--- config.mk ---
export PLATFORM = sky130hd
export DESIGN_NAME = threshold_masked_mean_flat
export DESIGN_NICKNAME = d
export VERILOG_FILES = /design/src/rtl/tmm_pkg.sv /design/src/rtl/tmm_if.sv /design/src/rtl/threshold_masked_mean.sv /design/src/rtl/tmm_div.sv /design/src/rtl/tmm_dpath.sv /design/src/rtl/tmm_ctrl.sv /design/src/flat_wrapper.sv
export SDC_FILE = /design/constraint.sdc
export NUM_CORES = 1
export LEC_CHECK = 0
export BUFFER_PORTS_ARGS = -buffer_cell sky130_fd_sc_hd__buf_2
export CAP_MARGIN = 40
export CORE_MARGIN = 2
export CORE_UTILIZATION = 50
export CTS_BUF_LIST = sky130_fd_sc_hd__clkbuf_16
export CTS_CLUSTER_SIZE = 40
export DETAILED_ROUTE_END_ITERATION = 10
export GPL_ROUTABILITY_DRIVEN = 0
export PLACE_DENSITY = 0.69
export REMOVE_ABC_BUFFERS = 1
export SYNTH_ARGS = -nofsm -noshare
export SYNTH_HDL_FRONTEND = slang
export SYNTH_SLANG_ARGS = --single-unit
--- constraint.sdc ---
create_clock -name clk -period 4.2 [get_ports clk]
set_input_delay 0.42 -clock clk [delete_from_list [all_inputs] [get_ports clk]]
set_output_delay 0.42 -clock clk [all_outputs]
set_load 0.02 [all_outputs]
--- src/rtl/tmm_pkg.sv ---
// Shared widths, constants, state codes and control structs for threshold_masked_mean.
`default_nettype none

package tmm_pkg;

    localparam int PIX_W  = 8;
    localparam int CNT_W  = 25;
    localparam int SUM_W  = 32;
    localparam int FRAC_W = 8;
    localparam int MEAN_W = 2 * FRAC_W;
    localparam int STEP_W = $clog2(MEAN_W + 1);

    localparam logic [PIX_W-1:0] THRESHOLD_RESET = PIX_W'(128);
    localparam logic [PIX_W-1:0] MASK_ON         = {PIX_W{1'b1}};
    localparam logic [PIX_W-1:0] MASK_OFF        = {PIX_W{1'b0}};
    localparam logic [CNT_W-1:0] COUNT_MAX       = {CNT_W{1'b1}};
    localparam logic [SUM_W-1:0] SUM_MAX         = {SUM_W{1'b1}};

    typedef enum logic [2:0] {
        ST_RUN  = 3'b001,
        ST_DIV  = 3'b010,
        ST_DONE = 3'b100
    } state_t;

    typedef struct packed {
        logic pix_accept;
        logic load_pix;
        logic div_start;
        logic load_stat;
    } cmd_t;

    typedef struct packed {
        logic div_done;
    } status_t;

endpackage

`default_nettype wire

--- src/rtl/tmm_if.sv ---
// Channel interfaces: pixel input, result output and threshold write.
`default_nettype none

interface tmm_pix_if;
    logic                      valid;
    logic                      ready;
    logic [tmm_pkg::PIX_W-1:0] pixel;
    logic                      last_pixel;

    modport source (output valid, pixel, last_pixel, input ready);
    modport sink   (input valid, pixel, last_pixel, output ready);
endinterface

interface tmm_res_if;
    logic                       valid;
    logic                       ready;
    logic [tmm_pkg::PIX_W-1:0]  mask;
    logic                       image_done;
    logic [tmm_pkg::CNT_W-1:0]  masked_count;
    logic [tmm_pkg::SUM_W-1:0]  masked_sum;
    logic [tmm_pkg::MEAN_W-1:0] mean_q8;
    logic                       none_masked;

    modport source (output valid, mask, image_done, masked_count, masked_sum, mean_q8,
                    none_masked, input ready);
    modport sink   (input valid, mask, image_done, masked_count, masked_sum, mean_q8,
                    none_masked, output ready);
endinterface

interface tmm_cfg_if;
    logic                      valid;
    logic                      ready;
    logic [tmm_pkg::PIX_W-1:0] threshold;

    modport source (output valid, threshold, input ready);
    modport sink   (input valid, threshold, output ready);
endinterface

`default_nettype wire

--- src/rtl/threshold_masked_mean.sv ---
// Top level of threshold_masked_mean: binary threshold mask with per-image masked mean.
//
//  channel  | modport | beat carries
//  ---------+---------+--------------------------------------------------------------
//  pixels   | sink    | pixel[7:0], last_pixel
//  results  | source  | mask, image_done, masked_count, masked_sum, mean_q8, none_masked
//  cfg      | sink    | threshold[7:0], always ready
//
//  An ordinary pixel's result beat is registered on the edge that accepts
//  it, so pixels stream at one per cycle while no image end is in progress.
//  The last pixel of an image is accepted, then goes through 16 steps of the
//  bit-serial divider (one quotient bit each), then the result load.
//  Reset clears the accumulators and sets the threshold to 128.
//  A stalled result holds its register; pixels keep flowing as long as the
//  result register empties in the same cycle.
`default_nettype none

module threshold_masked_mean (
    input  wire logic  clk,
    input  wire logic  rst_n,
    tmm_pix_if.sink    pixels,
    tmm_res_if.source  results,
    tmm_cfg_if.sink    cfg
);

    tmm_pkg::cmd_t    cmd;
    tmm_pkg::status_t status;

    // Threshold writes are taken at any time; the user only writes while idle.
    assign cfg.ready = 1'b1;

    // Sequence the image end and own the result-valid flag.
    tmm_ctrl u_ctrl (
        .clk       (clk),
        .rst_n     (rst_n),
        .in_valid  (pixels.valid),
        .in_last   (pixels.last_pixel),
        .in_ready  (pixels.ready),
        .out_valid (results.valid),
        .out_ready (results.ready),
        .cmd       (cmd),
        .status    (status)
    );

    // Compare, accumulate, divide and hold the result beat.
    tmm_dpath u_dpath (
        .clk           (clk),
        .rst_n         (rst_n),
        .cmd           (cmd),
        .status        (status),
        .cfg_we        (cfg.valid),
        .cfg_threshold (cfg.threshold),
        .pixel         (pixels.pixel),
        .mask          (results.mask),
        .image_done    (results.image_done),
        .masked_count  (results.masked_count),
        .masked_sum    (results.masked_sum),
        .mean_q8       (results.mean_q8),
        .none_masked   (results.none_masked)
    );

endmodule

`default_nettype wire

--- src/rtl/tmm_div.sv ---
// Bit-serial restoring divider giving the Q8.8 mean, one quotient bit a cycle.
`default_nettype none

module tmm_div (
    input  wire logic                       clk,
    input  wire logic                       rst_n,
    input  wire logic                       start,
    input  wire logic [tmm_pkg::SUM_W-1:0]  dividend,
    input  wire logic [tmm_pkg::CNT_W-1:0]  divisor,
    output logic                            done,
    output logic [tmm_pkg::MEAN_W-1:0]      quotient
);

    logic                        busy_reg;
    logic [tmm_pkg::STEP_W-1:0]  step_reg;
    logic [tmm_pkg::CNT_W-1:0]   rem_reg;
    logic [tmm_pkg::MEAN_W-1:0]  low_reg;
    logic [tmm_pkg::MEAN_W-1:0]  quo_reg;

    logic [tmm_pkg::CNT_W:0]     shifted;
    logic [tmm_pkg::CNT_W:0]     diff;
    logic                        ge;

    // Sum never exceeds 255 * count, so the quotient fits MEAN_W bits and
    // the top part of the dividend is already below the divisor.
    assign shifted = {rem_reg, low_reg[tmm_pkg::MEAN_W-1]};
    assign diff    = shifted - {1'b0, divisor};
    assign ge      = (shifted >= {1'b0, divisor});

    assign done     = busy_reg && (step_reg == tmm_pkg::STEP_W'(1));
    assign quotient = quo_reg;

    always_ff @(posedge clk or negedge rst_n) begin
        if (!rst_n) begin
            busy_reg <= 1'b0;
            step_reg <= '0;
        end
        else if (start) begin
            busy_reg <= 1'b1;
            step_reg <= tmm_pkg::STEP_W'(tmm_pkg::MEAN_W);
        end
        else if (busy_reg) begin
            step_reg <= step_reg - tmm_pkg::STEP_W'(1);
            if (done) begin
                busy_reg <= 1'b0;
            end
        end
    end

    always_ff @(posedge clk) begin
        if (start) begin
            rem_reg <= tmm_pkg::CNT_W'(dividend[tmm_pkg::SUM_W-1:tmm_pkg::FRAC_W]);
            low_reg <= {dividend[tmm_pkg::FRAC_W-1:0], {tmm_pkg::FRAC_W{1'b0}}};
            quo_reg <= '0;
        end
        else if (busy_reg) begin
            rem_reg <= ge ? diff[tmm_pkg::CNT_W-1:0] : shifted[tmm_pkg::CNT_W-1:0];
            low_reg <= {low_reg[tmm_pkg::MEAN_W-2:0], 1'b0};
            quo_reg <= {quo_reg[tmm_pkg::MEAN_W-2:0], ge};
        end
    end

endmodule

`default_nettype wire

--- src/rtl/tmm_dpath.sv ---
// Datapath: threshold register, mask compare, saturating accumulators, result register.
`default_nettype none

module tmm_dpath (
    input  wire logic                       clk,
    input  wire logic                       rst_n,
    input  wire tmm_pkg::cmd_t              cmd,
    output tmm_pkg::status_t                status,
    input  wire logic                       cfg_we,
    input  wire logic [tmm_pkg::PIX_W-1:0]  cfg_threshold,
    input  wire logic [tmm_pkg::PIX_W-1:0]  pixel,
    output logic [tmm_pkg::PIX_W-1:0]       mask,
    output logic                            image_done,
    output logic [tmm_pkg::CNT_W-1:0]       masked_count,
    output logic [tmm_pkg::SUM_W-1:0]       masked_sum,
    output logic [tmm_pkg::MEAN_W-1:0]      mean_q8,
    output logic                            none_masked
);

    logic [tmm_pkg::PIX_W-1:0]  threshold_reg;
    logic [tmm_pkg::CNT_W-1:0]  acc_cnt_reg;
    logic [tmm_pkg::SUM_W-1:0]  acc_sum_reg;
    logic [tmm_pkg::CNT_W-1:0]  stat_cnt_reg;
    logic [tmm_pkg::SUM_W-1:0]  stat_sum_reg;
    logic                       mask_hold_reg;

    logic [tmm_pkg::PIX_W-1:0]  mask_reg;
    logic                       done_reg;
    logic [tmm_pkg::CNT_W-1:0]  count_reg;
    logic [tmm_pkg::SUM_W-1:0]  sum_reg;
    logic [tmm_pkg::MEAN_W-1:0] mean_reg;
    logic                       none_reg;

    logic                       hit;
    logic [tmm_pkg::CNT_W-1:0]  cnt_upd;
    logic [tmm_pkg::SUM_W:0]    sum_wide;
    logic [tmm_pkg::SUM_W-1:0]  sum_upd;
    logic                       div_done;
    logic [tmm_pkg::MEAN_W-1:0] quo;

    assign hit      = (pixel > threshold_reg);
    assign sum_wide = {1'b0, acc_sum_reg} + (tmm_pkg::SUM_W + 1)'(pixel);

    always_comb begin
        cnt_upd = acc_cnt_reg;
        sum_upd = acc_sum_reg;
        if (hit) begin
            if (acc_cnt_reg != tmm_pkg::COUNT_MAX) begin
                cnt_upd = acc_cnt_reg + tmm_pkg::CNT_W'(1);
            end
            sum_upd = sum_wide[tmm_pkg::SUM_W] ? tmm_pkg::SUM_MAX
                                               : sum_wide[tmm_pkg::SUM_W-1:0];
        end
    end

    tmm_div u_div (
        .clk      (clk),
        .rst_n    (rst_n),
        .start    (cmd.div_start),
        .dividend (sum_upd),
        .divisor  (stat_cnt_reg),
        .done     (div_done),
        .quotient (quo)
    );

    assign status.div_done = div_done;

    always_ff @(posedge clk or negedge rst_n) begin
        if (!rst_n) begin
            threshold_reg <= tmm_pkg::THRESHOLD_RESET;
            acc_cnt_reg   <= '0;
            acc_sum_reg   <= '0;
        end
        else begin
            if (cfg_we) begin
                threshold_reg <= cfg_threshold;
            end
            if (cmd.div_start) begin
                acc_cnt_reg <= '0;
                acc_sum_reg <= '0;
            end
            else if (cmd.pix_accept) begin
                acc_cnt_reg <= cnt_upd;
                acc_sum_reg <= sum_upd;
            end
        end
    end

    always_ff @(posedge clk) begin
        if (cmd.div_start) begin
            stat_cnt_reg  <= cnt_upd;
            stat_sum_reg  <= sum_upd;
            mask_hold_reg <= hit;
        end
        if (cmd.load_pix) begin
            mask_reg  <= hit ? tmm_pkg::MASK_ON : tmm_pkg::MASK_OFF;
            done_reg  <= 1'b0;
            count_reg <= '0;
            sum_reg   <= '0;
            mean_reg  <= '0;
            none_reg  <= 1'b0;
        end
        else if (cmd.load_stat) begin
            mask_reg  <= mask_hold_reg ? tmm_pkg::MASK_ON : tmm_pkg::MASK_OFF;
            done_reg  <= 1'b1;
            count_reg <= stat_cnt_reg;
            sum_reg   <= stat_sum_reg;
            mean_reg  <= (stat_cnt_reg == '0) ? '0 : quo;
            none_reg  <= (stat_cnt_reg == '0);
        end
    end

    assign mask         = mask_reg;
    assign image_done   = done_reg;
    assign masked_count = count_reg;
    assign masked_sum   = sum_reg;
    assign mean_q8      = mean_reg;
    assign none_masked  = none_reg;

endmodule

`default_nettype wire

--- src/rtl/tmm_ctrl.sv ---
// Controller: handshakes, image-end sequencing and result-valid register.
`default_nettype none

module tmm_ctrl (
    input  wire logic              clk,
    input  wire logic              rst_n,
    input  wire logic              in_valid,
    input  wire logic              in_last,
    output logic                   in_ready,
    output logic                   out_valid,
    input  wire logic              out_ready,
    output tmm_pkg::cmd_t          cmd,
    input  wire tmm_pkg::status_t  status
);

    tmm_pkg::state_t state_reg;
    tmm_pkg::state_t state_next;
    logic            out_valid_reg;
    logic            out_valid_next;
    logic            slot_free;
    logic            fire;

    assign slot_free = !out_valid_reg || out_ready;
    assign in_ready  = (state_reg == tmm_pkg::ST_RUN) && slot_free;
    assign fire      = in_valid && in_ready;
    assign out_valid = out_valid_reg;

    always_comb begin
        state_next     = state_reg;
        cmd.pix_accept = fire;
        cmd.load_pix   = fire && !in_last;
        cmd.div_start  = fire && in_last;
        cmd.load_stat  = 1'b0;
        unique case (state_reg)
            tmm_pkg::ST_RUN: begin
                if (fire && in_last) begin
                    state_next = tmm_pkg::ST_DIV;
                end
            end
            tmm_pkg::ST_DIV: begin
                if (status.div_done) begin
                    state_next = tmm_pkg::ST_DONE;
                end
            end
            tmm_pkg::ST_DONE: begin
                if (slot_free) begin
                    cmd.load_stat = 1'b1;
                    state_next    = tmm_pkg::ST_RUN;
                end
            end
            default: begin
                state_next = tmm_pkg::ST_RUN;
            end
        endcase
    end

    always_comb begin
        if (cmd.load_pix || cmd.load_stat) begin
            out_valid_next = 1'b1;
        end
        else if (out_ready) begin
            out_valid_next = 1'b0;
        end
        else begin
            out_valid_next = out_valid_reg;
        end
    end

    always_ff @(posedge clk or negedge rst_n) begin
        if (!rst_n) begin
            state_reg     <= tmm_pkg::ST_RUN;
            out_valid_reg <= 1'b0;
        end
        else begin
            state_reg     <= state_next;
            out_valid_reg <= out_valid_next;
        end
    end

endmodule

`default_nettype wire

--- src/flat_wrapper.sv ---
// flat-port wrapper written by rule: the top's interface ports become plain ports
module threshold_masked_mean_flat 
  (clk, rst_n, pixels_valid, pixels_pixel, pixels_last_pixel, pixels_ready, results_valid, results_mask, results_image_done, results_masked_count, results_masked_sum, results_mean_q8, results_none_masked, results_ready, cfg_valid, cfg_threshold, cfg_ready);
  tmm_pix_if pixels_i ();
  tmm_res_if results_i ();
  tmm_cfg_if cfg_i ();
  input  wire logic clk;
  input  wire logic rst_n;
  input wire logic [$bits(pixels_i.valid)-1:0] pixels_valid;
  input wire logic [$bits(pixels_i.pixel)-1:0] pixels_pixel;
  input wire logic [$bits(pixels_i.last_pixel)-1:0] pixels_last_pixel;
  output wire logic [$bits(pixels_i.ready)-1:0] pixels_ready;
  output wire logic [$bits(results_i.valid)-1:0] results_valid;
  output wire logic [$bits(results_i.mask)-1:0] results_mask;
  output wire logic [$bits(results_i.image_done)-1:0] results_image_done;
  output wire logic [$bits(results_i.masked_count)-1:0] results_masked_count;
  output wire logic [$bits(results_i.masked_sum)-1:0] results_masked_sum;
  output wire logic [$bits(results_i.mean_q8)-1:0] results_mean_q8;
  output wire logic [$bits(results_i.none_masked)-1:0] results_none_masked;
  input wire logic [$bits(results_i.ready)-1:0] results_ready;
  input wire logic [$bits(cfg_i.valid)-1:0] cfg_valid;
  input wire logic [$bits(cfg_i.threshold)-1:0] cfg_threshold;
  output wire logic [$bits(cfg_i.ready)-1:0] cfg_ready;
  assign pixels_i.valid = pixels_valid;
  assign pixels_i.pixel = pixels_pixel;
  assign pixels_i.last_pixel = pixels_last_pixel;
  assign pixels_ready = pixels_i.ready;
  assign results_valid = results_i.valid;
  assign results_mask = results_i.mask;
  assign results_image_done = results_i.image_done;
  assign results_masked_count = results_i.masked_count;
  assign results_masked_sum = results_i.masked_sum;
  assign results_mean_q8 = results_i.mean_q8;
  assign results_none_masked = results_i.none_masked;
  assign results_i.ready = results_ready;
  assign cfg_i.valid = cfg_valid;
  assign cfg_i.threshold = cfg_threshold;
  assign cfg_ready = cfg_i.ready;
  threshold_masked_mean u_core (.clk(clk), .rst_n(rst_n), .pixels(pixels_i), .results(results_i), .cfg(cfg_i));
endmodule
==> qor.yml <==
power_per_cell_area_mw_per_mm2: 604
cts_buffers: 28
ctsHoldBuffers: 1
post-route-drc-count: 0
yosys-top-cells-area: "edfxtp_1 21%, dfxtp_1 14%, dfrtp_1 14%"
layout_min_cycle_time_ps: 3710
netlist.top_cell.by_area: "edfxtp_1"
synth_seq_cells: 258
dieHeight_um: 165
clk_path_buf_depth: 3
grt_pass1_vias: 9594
synthArstFlopShare_pct: 29.1
cp_max_fo: 22
clock-skew-final_ps: 19.8
gr-usage-all-layers_pct: 22.4
setup_violations: 0
slowest_stage: "fa_1"
final.setup.tns_ps: 0
portBuffers: 106
clockRootBuffer: "clkbuf_16"
rows: 59
status: "completed"
grt.overflow.total: 0
clkTransAtPathRegs_ps: 60
final_cell_mix: "230 x nand2_1, 105 x a21oi_1, 105 x buf_2"
crit_chain: "inv_1, ha_1, inv_1, fa_1, a21o_1, a22o_1, o21ai_0, o21ai_1, o31ai_1, and3_1, buf_4, nor3_1, a311o_1"
synth_warnings: 0
wirelength_mm: 30.5
hpwl_mm: 21.1
antenna_found_initial: 0
grt_max_degree: 73
cts_tree: "yes"
slew_headroom_pct: 41.1
finalHoldViolCount: 0
vias_per_cell: 5.63
core_area_mm2: 0.0258
numClockSinks: 258
synth_top_area_share_pct: 21.0
critPathCaptureType: "flop"
grt_pass1_wl_mm: 49.2
cp.buffers_inverters: 3
postRouteAntennaNets: 0
synth_edf_count: 91
postSynthAreaPerCell_um2: 9.49
drt_iter0_drc: 693
worstMarginPinSlew_ps: 883
worstPathRequired_ps: 4500
drtPass1Iterations: 6
wire_per_inst_um: 16.9
maxSlewViolCount: 0
seq_area_frac_synth_pct: 49.5
start_kind: "flop"
dieWidth_um: 165
crit_path_max_incr_delay_ps: 400
ios: 108
layout_commonest_cell: "nand2_1"
peakVddDrop_mv: 0.321
cap_viol_max_count: 0
arrival_ps: 4020
critPathTopFamily: "compound AO/OA/AOI/OAI gates"
r2r_slack_ps: 490
synth_cells: 1374
clock.fmax_ghz: 0.269
synth_ff_type: "dfxtp_1"
crit_top_cell: "inv_1"
vias: 10184
clk_latency_ps: 550
min_period_over_period_pct: 88.4
rsz0062_at_grt: "no"
final_nets: 1519
antenna_cells: 0
syn_area_mm2: 0.0130
area_growth_pct: 13.0
whs_ps: 82.1
htreeDepth: 1
cts_setup_buffers: 0
dieArea_mm2: 0.0274
yosysUniqueCellTypes: 80
initial_utilization_pct: 50.4
p_leak_nw: 6.52
drive_above_1_share_pct: 13.9
crit_type: "flop to flop"
ctsResizeCount: 0
hold_class: "primary input to flop"
-- cells by family (layout without fill, tap and decap cells) --
kind of cell | Yosys count | in the layout | synth area share [%]
other cells | 1 | 1 | 0.0288
flops | 258 | 258 | 49.5
mux | 60 | 60 | 4.71
xor+xnor | 57 | 57 | 3.83
compound gates | 293 | 293 | 14.5
buf+inv | 144 | 243 | 4.50
fa+ha+maj | 46 | 46 | 4.53
simple gates | 515 | 515 | 18.4
-- layout make-up --
class                   instances  area, um^2
fillers                      2333       11100
clock buffers                  30         751
repair buffers                126         718
well taps                     335         419
flip-flops and latches        258        6450
clock inverters                22         135
multi-input cells             972        6010
inverters                      65         245
-- metrics by stage --
| step | cells | util (%) | setup WS (ps) | instance area, um^2 | total power [mW] |
|---|---|---|---|---|---|
| 3_3_place_gp | 1753 | 53.4 | 612 | 13800 | 6.43 |
| 4_1_cts | 1808 | 57.0 | 518 | 14700 | 8.90 |
| 5_1_grt | 1808 | 57.0 | 258 | 14700 | 9.46 |
| 2_1_floorplan | 1295 | - | -2830 | 12700 | 5.75 |
| 6_report | 1808 | 57.0 | 488 | 14700 | 8.89 |
| 3_5_place_dp | 1755 | 53.5 | 524 | 13800 | 6.54 |
-- power breakdown --
| part | total [mW] | internal, mW | switching (mW) |
|---|---|---|---|
| Clock | 2.34 | 1.35 | 0.998 |
| Combinational | 3.04 | 1.28 | 1.76 |
| Sequential | 3.51 | 3.18 | 0.333 |
-- synthesized netlist by cell type (all sizes together) (7+ instances only) --
library cell and count:
nand2 231, a21oi 105, nor2 105, dfxtp 92, edfxtp 91, dfrtp 73
inv 65, o21ai 64, clkbuf 55, mux2i 49, ha 44, a22o 35
nand3 31, nor3 30, xnor2 30, xor2 27, buf 24, nand4 21
and3 20, nor4 16, or3 14, a21o 11, mux2 11, and2 9
nand2b 9, o22ai 9, nor2b 8, a31oi 7, o21a 7
-- worst paths after layout --
| path | end | from | cells after the start |
|---|---|---|---|
| worst max-delay path | u_core.u_dpath.u_div.rem_reg[14] | u_core.u_dpath.u_div.low_reg[15] | 13 |
| worst min-delay path | u_core.u_dpath.threshold_reg[1] | cfg_threshold[1] | 3 |
| worst max register to register | u_core.u_dpath.u_div.rem_reg[14] | u_core.u_dpath.u_div.low_reg[15] | 13 |
| worst min register to register | u_core.u_dpath.masked_sum[23] | u_core.u_dpath.masked_sum[23] | 2 |
| max in group asynchronous | u_core.u_dpath.threshold_reg[7] | rst_n | 3 |
| min in group asynchronous | u_core.u_dpath.acc_cnt_reg[6] | rst_n | 2 |
-- metal layers --
metal  share of wire (%)  vias up  GRT usage (%)
li1                    -     5007              -
met1                  47     4888           32.0
met2                  45      242           35.4
met3                 5.2       47           3.25
met4                 2.4        0           6.54
met5                   0        -              0
-- worst min-delay path: cells and delay by family --
kind,cells,cell delay [ps]
buffers and inverters,1,70
AO/OA/AOI/OAI,1,50
AND/OR/NAND/NOR,1,40
(Power assumes the default switching activity.)
